<file path="src/sv/lrucache_pkg.sv">
`default_nettype none
package lrucache_pkg;

	localparam int SETS    = 2;
	localparam int TAG_W   = 28;
	localparam int WORD_W  = 32;
	localparam int RANK_W  = 3;
	localparam int PEN_W   = 10;

	localparam logic [RANK_W-1:0] RANK_MRU = RANK_W'(1);
	localparam logic [RANK_W-1:0] RANK_MAX = RANK_W'(7);
	localparam logic [RANK_W-1:0] RANK_INV = RANK_W'(0);

	typedef enum logic [1:0] {
		CMD_READ  = 2'd0,
		CMD_WRITE = 2'd1,
		CMD_FILL  = 2'd2
	} cmd_t;

	typedef logic [TAG_W-1:0]  tag_t;
	typedef logic [WORD_W-1:0] word_t;
	typedef logic [RANK_W-1:0] rank_t;
	typedef logic [PEN_W-1:0]  pen_t;

endpackage
`default_nettype wire

</file>
<file path="src/sv/lrucache_if.sv">
`default_nettype none
interface lrucache_req_if;
	logic                 valid;
	logic                 ready;
	lrucache_pkg::cmd_t   command;
	lrucache_pkg::word_t  address;
	lrucache_pkg::word_t  write_data;
	lrucache_pkg::word_t  fill_word_lo;
	lrucache_pkg::word_t  fill_word_hi;

	modport source (output valid, command, address, write_data, fill_word_lo, fill_word_hi,
		input ready);
	modport sink (input valid, command, address, write_data, fill_word_lo, fill_word_hi,
		output ready);
endinterface

interface lrucache_rsp_if;
	logic                 valid;
	logic                 ready;
	logic                 hit;
	lrucache_pkg::word_t  read_data;
	lrucache_pkg::pen_t   stall_cycles;
	logic                 evict_valid;
	lrucache_pkg::word_t  evict_address;
	lrucache_pkg::word_t  evict_word_lo;
	lrucache_pkg::word_t  evict_word_hi;

	modport source (output valid, hit, read_data, stall_cycles, evict_valid, evict_address,
		evict_word_lo, evict_word_hi, input ready);
	modport sink (input valid, hit, read_data, stall_cycles, evict_valid, evict_address,
		evict_word_lo, evict_word_hi, output ready);
endinterface
`default_nettype wire

</file>
<file path="src/sv/lru_set_assoc_writeback_cache.sv">
// Two-set, WAYS-way write-back data cache with two-word blocks and LRU ranks.
// The req channel takes one access word: a read, a write or a block fill, with
// the byte address (tag 31:4, set 3, word 2) and the write or fill data.
// The rsp channel returns exactly one word per access: hit, read data, the
// miss penalty on a read/write miss and the block a fill evicts from a full set.
// cfg_we/cfg_wdata load the miss penalty; write it only while the cache is idle.
// An accepted word goes into the stage 1 register, then the rsp register:
// the set's data row is read from block memory into stage 1 on acceptance, and
// the tag compare, LRU update and result are worked out between stage 1 and
// the rsp register. Throughput is one access per cycle unless rsp stalls; the
// set's tags and ranks are updated at the end of stage 1, so a following
// access to the same set sees them at once, and the data row is forwarded.
// A stall on rsp holds the rsp register and stage 1, and req.ready drops
// only when both are full. Reset clears the tags, marks every way invalid,
// empties the pipeline and sets the miss penalty to zero; the block data
// itself is not cleared and needs no clearing pass.
`default_nettype none
module lru_set_assoc_writeback_cache #(
	parameter int WAYS = 4
) (
	input  wire                 clk,
	input  wire                 arst_n,
	input  wire                 cfg_we,
	input  lrucache_pkg::pen_t  cfg_wdata,
	lrucache_req_if.sink        req,
	lrucache_rsp_if.source      rsp
);
	import lrucache_pkg::*;

	typedef word_t [WAYS-1:0][1:0] row_t;
	typedef rank_t [WAYS-1:0]      rank_row_t;
	typedef tag_t  [WAYS-1:0]      tag_row_t;

	pen_t      penalty_q;
	rank_row_t rank_q [SETS];
	tag_row_t  tag_q  [SETS];
	row_t      data_mem [SETS];

	logic  valid_s1;
	cmd_t  cmd_s1;
	tag_t  tag_s1;
	logic  set_s1;
	logic  word_s1;
	word_t wdata_s1;
	word_t flo_s1;
	word_t fhi_s1;
	row_t  row_s1;

	logic  out_valid_q;
	logic  hit_q;
	word_t rdata_q;
	pen_t  stall_q;
	logic  ev_valid_q;
	word_t ev_addr_q;
	word_t ev_lo_q;
	word_t ev_hi_q;

	logic  adv;
	logic  accept;

	rank_row_t rank_cur, rank_nxt;
	tag_row_t  tag_cur, tag_nxt;
	row_t      row_nxt;
	logic [WAYS-1:0] match_oh, empty_oh, lru_oh, victim_oh;
	logic  found_m, found_e;
	rank_t best, hit_rank;
	logic  hit_c, ev_valid_c;
	word_t rdata_c, ev_lo_c, ev_hi_c, ev_addr_c;
	pen_t  stall_c;
	tag_t  ev_tag;

	assign adv    = valid_s1 && (!out_valid_q || rsp.ready);
	assign accept = req.valid && req.ready;
	assign req.ready = !valid_s1 || adv;

	always_comb begin
		rank_cur = rank_q[set_s1];
		tag_cur  = tag_q[set_s1];
		match_oh = '0;
		empty_oh = '0;
		lru_oh   = '0;
		found_m  = 1'b0;
		found_e  = 1'b0;
		best     = RANK_INV;
		hit_rank = RANK_INV;
		for (int w = 0; w < WAYS; w++) begin
			if (!found_m && rank_cur[w] != RANK_INV && tag_cur[w] == tag_s1) begin
				match_oh[w] = 1'b1;
				found_m     = 1'b1;
				hit_rank    = rank_cur[w];
			end
			if (!found_e && rank_cur[w] == RANK_INV) begin
				empty_oh[w] = 1'b1;
				found_e     = 1'b1;
			end
			// Strict compare keeps the first way among equal highest ranks.
			if (rank_cur[w] > best) begin
				best   = rank_cur[w];
				lru_oh = '0;
				lru_oh[w] = 1'b1;
			end
		end
		victim_oh = found_m ? match_oh : (found_e ? empty_oh : lru_oh);

		ev_tag  = '0;
		ev_lo_c = '0;
		ev_hi_c = '0;
		rdata_c = '0;
		for (int w = 0; w < WAYS; w++) begin
			if (victim_oh[w]) begin
				ev_tag  = tag_cur[w];
				ev_lo_c = row_s1[w][0];
				ev_hi_c = row_s1[w][1];
			end
			if (match_oh[w]) begin
				rdata_c = row_s1[w][word_s1];
			end
		end

		rank_nxt   = rank_cur;
		tag_nxt    = tag_cur;
		row_nxt    = row_s1;
		hit_c      = 1'b0;
		stall_c    = '0;
		ev_valid_c = 1'b0;
		ev_addr_c  = '0;

		case (cmd_s1)
			CMD_READ, CMD_WRITE: begin
				if (found_m) begin
					hit_c = 1'b1;
					for (int w = 0; w < WAYS; w++) begin
						if (match_oh[w]) begin
							rank_nxt[w] = RANK_MRU;
							if (cmd_s1 == CMD_WRITE) begin
								row_nxt[w][word_s1] = wdata_s1;
							end
						end else if (rank_cur[w] != RANK_INV && rank_cur[w] < hit_rank) begin
							rank_nxt[w] = rank_cur[w] + RANK_MRU;
						end
					end
					if (cmd_s1 != CMD_READ) begin
						rdata_c = '0;
					end
				end else begin
					stall_c = penalty_q;
					rdata_c = '0;
				end
			end
			CMD_FILL: begin
				rdata_c = '0;
				if (!found_m && !found_e) begin
					ev_valid_c = 1'b1;
					ev_addr_c  = {ev_tag, set_s1, 3'b000};
				end
				for (int w = 0; w < WAYS; w++) begin
					if (victim_oh[w]) begin
						rank_nxt[w]   = RANK_MRU;
						tag_nxt[w]    = tag_s1;
						row_nxt[w][0] = flo_s1;
						row_nxt[w][1] = fhi_s1;
					end else if (found_m) begin
						if (rank_cur[w] != RANK_INV && rank_cur[w] < hit_rank) begin
							rank_nxt[w] = rank_cur[w] + RANK_MRU;
						end
					end else if (rank_cur[w] != RANK_INV && rank_cur[w] < RANK_MAX) begin
						rank_nxt[w] = rank_cur[w] + RANK_MRU;
					end
				end
			end
			default: begin
				rdata_c = '0;
			end
		endcase

		if (!ev_valid_c) begin
			ev_lo_c = '0;
			ev_hi_c = '0;
		end
	end

	// Block memory: one row per set, read as the access is accepted. A row
	// being written back by stage 1 in the same cycle is forwarded.
	always_ff @(posedge clk) begin
		if (adv) begin
			data_mem[set_s1] <= row_nxt;
		end
		if (accept) begin
			if (adv && set_s1 == req.address[3]) begin
				row_s1 <= row_nxt;
			end else begin
				row_s1 <= data_mem[req.address[3]];
			end
		end
	end

	always_ff @(posedge clk or negedge arst_n) begin
		if (!arst_n) begin
			penalty_q <= '0;
			for (int s = 0; s < SETS; s++) begin
				rank_q[s] <= '0;
				tag_q[s]  <= '0;
			end
		end else begin
			if (cfg_we) begin
				penalty_q <= cfg_wdata;
			end
			if (adv) begin
				rank_q[set_s1] <= rank_nxt;
				tag_q[set_s1]  <= tag_nxt;
			end
		end
	end

	always_ff @(posedge clk or negedge arst_n) begin
		if (!arst_n) begin
			valid_s1    <= 1'b0;
			out_valid_q <= 1'b0;
		end else begin
			if (req.ready) begin
				valid_s1 <= req.valid;
			end
			if (adv) begin
				out_valid_q <= 1'b1;
			end else if (rsp.ready) begin
				out_valid_q <= 1'b0;
			end
		end
	end

	always_ff @(posedge clk) begin
		if (accept) begin
			cmd_s1   <= req.command;
			tag_s1   <= req.address[31:4];
			set_s1   <= req.address[3];
			word_s1  <= req.address[2];
			wdata_s1 <= req.write_data;
			flo_s1   <= req.fill_word_lo;
			fhi_s1   <= req.fill_word_hi;
		end
		if (adv) begin
			hit_q      <= hit_c;
			rdata_q    <= rdata_c;
			stall_q    <= stall_c;
			ev_valid_q <= ev_valid_c;
			ev_addr_q  <= ev_addr_c;
			ev_lo_q    <= ev_lo_c;
			ev_hi_q    <= ev_hi_c;
		end
	end

	assign rsp.valid         = out_valid_q;
	assign rsp.hit           = hit_q;
	assign rsp.read_data     = rdata_q;
	assign rsp.stall_cycles  = stall_q;
	assign rsp.evict_valid   = ev_valid_q;
	assign rsp.evict_address = ev_addr_q;
	assign rsp.evict_word_lo = ev_lo_q;
	assign rsp.evict_word_hi = ev_hi_q;

endmodule
`default_nettype wire
</file>
<file path="src/flat_wrapper.sv">
// flat-port wrapper written by rule: the top's interface ports become plain ports
module lru_set_assoc_writeback_cache_flat import lrucache_pkg::*;
#(
	parameter int WAYS = 4
)
  (clk, arst_n, cfg_we, cfg_wdata, req_valid, req_command, req_address, req_write_data, req_fill_word_lo, req_fill_word_hi, req_ready, rsp_valid, rsp_hit, rsp_read_data, rsp_stall_cycles, rsp_evict_valid, rsp_evict_address, rsp_evict_word_lo, rsp_evict_word_hi, rsp_ready);
  lrucache_req_if req_i ();
  lrucache_rsp_if rsp_i ();
  input  wire clk;
  input  wire arst_n;
  input  wire cfg_we;
  input  lrucache_pkg::pen_t cfg_wdata;
  input wire logic [$bits(req_i.valid)-1:0] req_valid;
  input wire logic [$bits(req_i.command)-1:0] req_command;
  input wire logic [$bits(req_i.address)-1:0] req_address;
  input wire logic [$bits(req_i.write_data)-1:0] req_write_data;
  input wire logic [$bits(req_i.fill_word_lo)-1:0] req_fill_word_lo;
  input wire logic [$bits(req_i.fill_word_hi)-1:0] req_fill_word_hi;
  output wire logic [$bits(req_i.ready)-1:0] req_ready;
  output wire logic [$bits(rsp_i.valid)-1:0] rsp_valid;
  output wire logic [$bits(rsp_i.hit)-1:0] rsp_hit;
  output wire logic [$bits(rsp_i.read_data)-1:0] rsp_read_data;
  output wire logic [$bits(rsp_i.stall_cycles)-1:0] rsp_stall_cycles;
  output wire logic [$bits(rsp_i.evict_valid)-1:0] rsp_evict_valid;
  output wire logic [$bits(rsp_i.evict_address)-1:0] rsp_evict_address;
  output wire logic [$bits(rsp_i.evict_word_lo)-1:0] rsp_evict_word_lo;
  output wire logic [$bits(rsp_i.evict_word_hi)-1:0] rsp_evict_word_hi;
  input wire logic [$bits(rsp_i.ready)-1:0] rsp_ready;
  assign req_i.valid = req_valid;
  assign req_i.command = req_command;
  assign req_i.address = req_address;
  assign req_i.write_data = req_write_data;
  assign req_i.fill_word_lo = req_fill_word_lo;
  assign req_i.fill_word_hi = req_fill_word_hi;
  assign req_ready = req_i.ready;
  assign rsp_valid = rsp_i.valid;
  assign rsp_hit = rsp_i.hit;
  assign rsp_read_data = rsp_i.read_data;
  assign rsp_stall_cycles = rsp_i.stall_cycles;
  assign rsp_evict_valid = rsp_i.evict_valid;
  assign rsp_evict_address = rsp_i.evict_address;
  assign rsp_evict_word_lo = rsp_i.evict_word_lo;
  assign rsp_evict_word_hi = rsp_i.evict_word_hi;
  assign rsp_i.ready = rsp_ready;
  lru_set_assoc_writeback_cache #(.WAYS(WAYS)) u_core (.clk(clk), .arst_n(arst_n), .cfg_we(cfg_we), .cfg_wdata(cfg_wdata), .req(req_i), .rsp(rsp_i));
endmodule
</file>
<file path="config.mk">
export PLATFORM = sky130hd
export DESIGN_NAME = lru_set_assoc_writeback_cache_flat
export DESIGN_NICKNAME = d
export VERILOG_FILES = /design/src/sv/lrucache_pkg.sv /design/src/sv/lrucache_if.sv /design/src/sv/lru_set_assoc_writeback_cache.sv /design/src/flat_wrapper.sv
export SDC_FILE = /design/constraint.sdc
export NUM_CORES = 2
export LEC_CHECK = 0
export BUFFER_PORTS_ARGS = -buffer_cell sky130_fd_sc_hd__buf_2
export CELL_PAD_IN_SITES_DETAIL_PLACEMENT = 0
export CELL_PAD_IN_SITES_GLOBAL_PLACEMENT = 1
export CORE_MARGIN = 2
export CORE_UTILIZATION = 50
export DETAILED_ROUTE_END_ITERATION = 16
export HOLD_SLACK_MARGIN = 0.06
export PLACE_DENSITY = 0.83
export SYNTH_ARGS = -nofsm -noshare
export SYNTH_HDL_FRONTEND = slang
export SYNTH_SLANG_ARGS = --single-unit
</file>
<file path="constraint.sdc">
create_clock -name clk -period 26.2 [get_ports clk]
set_input_delay 5.24 -clock clk [delete_from_list [all_inputs] [get_ports clk]]
set_output_delay 5.24 -clock clk [all_outputs]
set_load 0.1 [all_outputs]
</file>
* Yosys cells after proc, flatten, opt, wreduce, memory -nomap -nowiden
Memories as Yosys holds them, arrays and structs flattened. A register that Yosys moved wholly into a read port is not among the register bits. Cells that the tools add are included.
Storage, ports and cells: memories 1, bits in writable memories 512, bits of input ports 145, flip-flop bits (word level) 528, word-level logic and storage cells 231
Operators by class: bitwise operators 3, eq/ne operators 6, multiplexer cells 117, $lt $le $gt $ge 16, $add $sub $neg 4, reductions and logical operators 50
Memory list:
- u_core.data_mem | words 2, bits a word 256, read ports 1, clocked after memory_dff 1, wr ports 1, line lru_set_assoc_writeback_cache.sv:37 | row_t data_mem [SETS];
Operators by type and width (count):
- 64-bit two-way mux | 12
- 32-bit two-way mux | 21
- 112-bit two-way mux | 5
- 256-bit one-hot mux with 2 select lines | 1
- 64-bit bitwise mux | 4
- 256-bit two-way mux | 1
- 224-bit bitwise mux | 1
- 28-bit two-way mux | 8
- 112-bit demux with 1-bit select | 1
- 28-bit == test | 4
- 3-bit two-way mux | 28
- 12-bit two-way mux | 5
- 32-bit demux with 1-bit select | 1
- 24-bit bitwise mux | 1
- 12-bit one-hot mux with 2 select lines | 1
- 1-bit logical AND | 23
- 1-bit two-way mux | 22
- 3-bit by 1-bit adder with 3-bit output, second input constant | 4
- 12-bit demux with 1-bit select | 1
- 3-bit logical NOT | 4
- 3-bit less-than comparator | 4
- 3-bit less-than comparator, second input constant | 4
- 4-bit two-way mux | 3
- 3-bit nonzero test | 4
- 18 further kinds | 33

* Depth between registers and ports, before layout
depth after elaboration 26, mapped depth 35

* Worst setup path after synthesis
OpenSTA, ideal clock, no wires.
path kind input -> register, start point input port rsp_ready, end point register u_core.rank_q[6] (netlist name), setup slack 7.412 ns, buffers on the path 3, data required time 25.691 ns, data arrival time 18.279 ns, setup time 0.509 ns, stages on the path 8, cells stage by stage nand2b_1 > and2_1 > clkbuf_1 > nand2_1 > inv_1 > clkbuf_1 > clkbuf_1 > a211oi_1
Between the ends: word-level cells in the longest chain between the ends 2
RTL lines:
- start, declared | line flat_wrapper.sv:28 | input wire logic [$bits(rsp_i.ready)-1:0] rsp_ready;
- 1-bit logical OR | line lru_set_assoc_writeback_cache.sv:72 | assign adv = valid_s1 && (!out_valid_q || rsp.ready);
- 1-bit logical AND | line lru_set_assoc_writeback_cache.sv:72
- net u_core.adv | line lru_set_assoc_writeback_cache.sv:58 | logic adv;
- end signal, assigned by index | line lru_set_assoc_writeback_cache.sv:209 | rank_q[set_s1] <= rank_nxt;
- end, declared | line lru_set_assoc_writeback_cache.sv:35 | rank_row_t rank_q [SETS];
The timed path passes the listed nets, and every way through them passes these cells. A chain may end at the register's enable or synchronous reset.

* Final worst setup path
start point input port rsp_ready, end point output port req_ready
Between the ends: word-level cells in the longest chain between the ends 3
RTL lines:
- 1-bit logical OR | line lru_set_assoc_writeback_cache.sv:72
- 1-bit logical AND | line lru_set_assoc_writeback_cache.sv:72
- 1-bit logical OR | line lru_set_assoc_writeback_cache.sv:74 | assign req.ready = !valid_s1 || adv;
- end, declared | line flat_wrapper.sv:19 | output wire logic [$bits(req_i.ready)-1:0] req_ready;
Every way passes these cells.

==> parameters.txt <==
Parameter                              Value

Synth
  Combinational family with the most area after synthesis ... multiplexers
  Number of synthesized flops with an enable pin ... ~1000
  Largest area contributor in the netlist ... edfxtp_1
  Mean instance size in the synthesized netlist ... 12.6 µm²
  Main flop type after synthesis ... edfxtp_1
  Most frequent cell after synthesis ... edfxtp_1
  Portion of synthesized cell area occupied by the leading cell type ... 49.4%
  Post-synthesis adder-cell area fraction ... 0.373%
  Synthesized area ... 0.0628 mm²
  Share of synthesized area occupied by flip-flops and latches ... 59.8%
  Flop and latch count out of synthesis ... between 1000 and 1500
  Synthesized netlist cell count ... 4995
  Cells taking the most area after synthesis ... edfxtp_1 49%, mux2i_1 12%, dfrtp_1 10%, mux2_2 5.6%, nand2_1 3.3%
  Synth cell types ... around 80
  Most instantiated cells after synthesis ... 1033 x edfxtp_1, 733 x mux2i_1, 560 x nand2_1, 345 x a21oi_1, 337 x nor2_1
  Compound-gate portion of the synthesized area ... between 9 and 10%
  Share of synthesized cell area in and, or, nand and nor gates ... 8.35%
  Parity-gate share of the synthesized area counting xor and xnor cells ... 1.65%
  Synth warnings ... 0
  Fraction of synthesis flops using an asynchronous set or reset pin ... about 20%
  Multiplexer fraction of the synthesized cell area ... between 15 and 20%

Setup path
  Ordered list of cells on the worst path ... buf_2 -> nand3b_1 -> buf_2
  Most repeated library cell on the critical path ... buf_2
  Arrival time at the worst endpoint ... 5.89 ns
  Data required time of the worst path ... 20.96 ns
  Highest net fanout along the worst path ... 3
  Max stage delay on crit path ... 0.44 ns
  Reg2Reg Setup Slack ... 17.47 ns
  Critical path endpoint category ... primary output
  FF-to-FF path depth ... 27
  Capture instance of the worst register-to-register path ... u_core.row_s1[58]$_DFFE_PP_
  RR Startpoint ... u_core.set_s1$_DFFE_PP_
  Critical path start-end classification ... input pin to primary output
  Worst setup SP type ... input pin
  Slowest library cell on the worst path ... buf_2

Place
  Count of buffers inserted at the top-level ports ... 281
  Placer's final routability congestion estimate ... 0.873
  Placed cell count ... 6600
  Post-place setup slack ... between 15 and 20 ns
  Post-detailed-placement half-perimeter wirelength ... approximately 110000 µm

Route
  Detailed-route DRC error count ... 0
  Number of antenna-violating nets in the routed design ... 0
  Detailed Route WL ... between 150000 and 200000 µm
  Number of DRC markers in iteration 0 ... 5816
  Via density per instance ... 6.33
  WL per Instance ... 27.8 µm
  First-pass detailed-route iteration total ... 9
  Total via count in the routed design ... 43500

Timing
  Number of max-slew violations in the final report ... 0
  Post-Route Skew ... 0.0308 ns
  Worst-case headroom to the max-slew limit ... between 10% and 20%
  Final setup violating endpoints ... 0
  Aggregate negative setup slack ... 0 ns
  Final Hold Fails ... 0
  Post-layout worst setup margin ... around 15 ns
  Slew at the pin closest to its max-slew limit ... roughly 1.2 ns
  Final worst path period share ... a little over two fifths
  RSZ-0062 raised after global routing ... false
  Min Tclk post-route ... 11.13 ns
  Highest Clock Rate ... around 0.09 GHz

Floorplanning
  Die Y-Extent ... 358 µm
  Die Wd ... 358 µm
  Initial core utilization ... 50.6%
  Die area ... about 0.13 mm²
  Total core area ... about 0.12 mm²
  Row Count ... 129
  Top-Level Pins ... 287

Clock network
  Inserted Clock Buffers ... 143
  Number of buffers added for setup after CTS ... 0
  Clock insertion delay at the later pin of the skew report ... between 0.7 and 0.8 ns
  CTS tree ... done
  Root buffer selected by CTS ... clkbuf_16
  CTS max path bufs ... 3
  Count of clock tree sinks ... 1293
  Depth of the CTS H-tree ... 4
  Resized cells post-CTS ... 0
  # hold bufs at CTS ... 0
  Clock-pin slew of the registers on the worst-case setup and hold paths ... 0.06 ns

Status
  Outcome ... finished clean

Power and ir drop
  Switching component of the power ... 3.66 mW
  Total chip power ... 8.77 mW
  Sw frac ... 41.7%
  Clk pwr share ... approximately a quarter
  Internal power consumption ... 5.11 mW
  Sequential Power Share ... roughly 34%
  Power Dens Cells ... 125 mW/mm²
  Gate power share ... 42.3%
  Worst IR drop on VDD ... 0.000162 V
  Leak ... 27.1 nW

Hold path
  Worst hold stages ... 1
  Hold Path End ... u_core.tag_q[46]$_DFFE_PN0P_
  Class of the most critical hold timing path ... flop to flop
  Start point of the worst min-delay path ... u_core.tag_q[46]$_DFFE_PN0P_

GRT
  Wire length of the first global-routing pass ... between 200000 and 300000 µm
  Number of global-route vias before repair ... 42100
  Pin count of the biggest net entering global routing ... between 200 and 250
  Remaining global-route overflow ... 0
  Number of antenna violations at the first check in global routing ... 12
  Overall track demand over capacity in global routing ... 29.3%

Finish
  Fraction of final layout cells with drive strength greater than 1 ... between 15 and 20%
  Area growth from synthesis to layout ... 11.8%
  Final design utilization ... 56.5%
  Number of standard cells in the layout, taps in and fillers out ... 6868
  Final #Nets ... 5270

Flow run
  Count of maximum capacitance violations ... 0
[power by group through the flow]
stage,combinational [mW],sequential [mW],clock [mW]
final,3.71,3.01,2.05
after global routing,3.88,3.05,2.16
after CTS,3.63,3.00,2.08
after detailed placement,3.61,3.04,0
after global placement,3.57,3.02,0
after floorplan,2.14,3.32,0
[stage by stage]
step | instance area, µm² | hold slack [ns]
after detailed placement | 65400 | 0.480
final | 70200 | 0.490
after global routing | 70200 | 0.513
after CTS | 70200 | 0.493
after floorplan | 62800 | 0.449
after global placement | 65400 | 0.466
[worst max-delay path, delay by kind of cell]
kind,cells,cell delay (ns)
and+or+nand+nor,1,0.13
buffers and inverters,2,0.52
[registers in the layout, summed over array words and instances, names as in the netlist, 29 cells and up]
register,flops
u_core.rsp.evict_word_hi,32
u_core.rsp.evict_address,29
u_core.wdata_s1,32
u_core.flo_s1,32
u_core.fhi_s1,32
u_core.rsp.read_data,32
u_core.row_s1,256
u_core.tag_q,224
u_core.rsp.evict_word_lo,32
u_core.data_mem,512
[cell families (layout without fill, tap and decap cells)]
family	Yosys count	count (layout)
muxes	1062	1062
and+or+nand+nor	1195	1195
buffers and inverters	425	653
other	1	9
xor gates and xnor gates	118	118
AOI/OAI and AO/OA	882	882
adders and majority gates	19	19
DFF	1293	1293
[worst max path at each step]
stage,from,endpoint,slack (ns),cells past startpoint
detailed placement,rsp_ready,req_ready,15.07,3
global placement,rsp_ready,req_ready,15.07,3
CTS,rsp_ready,req_ready,15.06,3
global route,rsp_ready,req_ready,15.03,3
finish,rsp_ready,req_ready,15.07,3
floorplan,rsp_ready,u_core.rank_q[6]$_DFFE_PN0P_,7.41,8
[routing by layer]
metal,vias to the layer above,wire length [µm],part of all wire [%],GRT usage [%]
met5,-,54,0.028,0
met4,10,6090,3.2,10.3
met3,341,19500,10,6.19
met2,2378,86600,45,44.9
met1,21700,78600,41,41.5
li1,19000,-,-,-
[layout make-up]
type / instances / area (µm²)
Fill cell: 10200 / 53900
Sequential cell: 1293 / 37500
Multi-Input combinational cell: 3279 / 23600
Clock buffer: 185 / 3900
Timing Repair Buffer: 368 / 2140
Tap cell: 1637 / 2050
Clock inverter: 77 / 853
Inverter: 23 / 103
Antenna cell: 6 / 15.0
[cell usage in the layout, fill, tap and decap left out, drive strengths merged, types with 74 or more instances in the layout]
master  count
and3       77
nor2      348
dfrtp     260
xnor2      95
a21oi     350
edfxtp   1033
o21a       74
buf       368
clkbuf    185
a31oi      93
nand2     560
mux2      326
mux2i     736
Power figures use the tool's default switching activity.
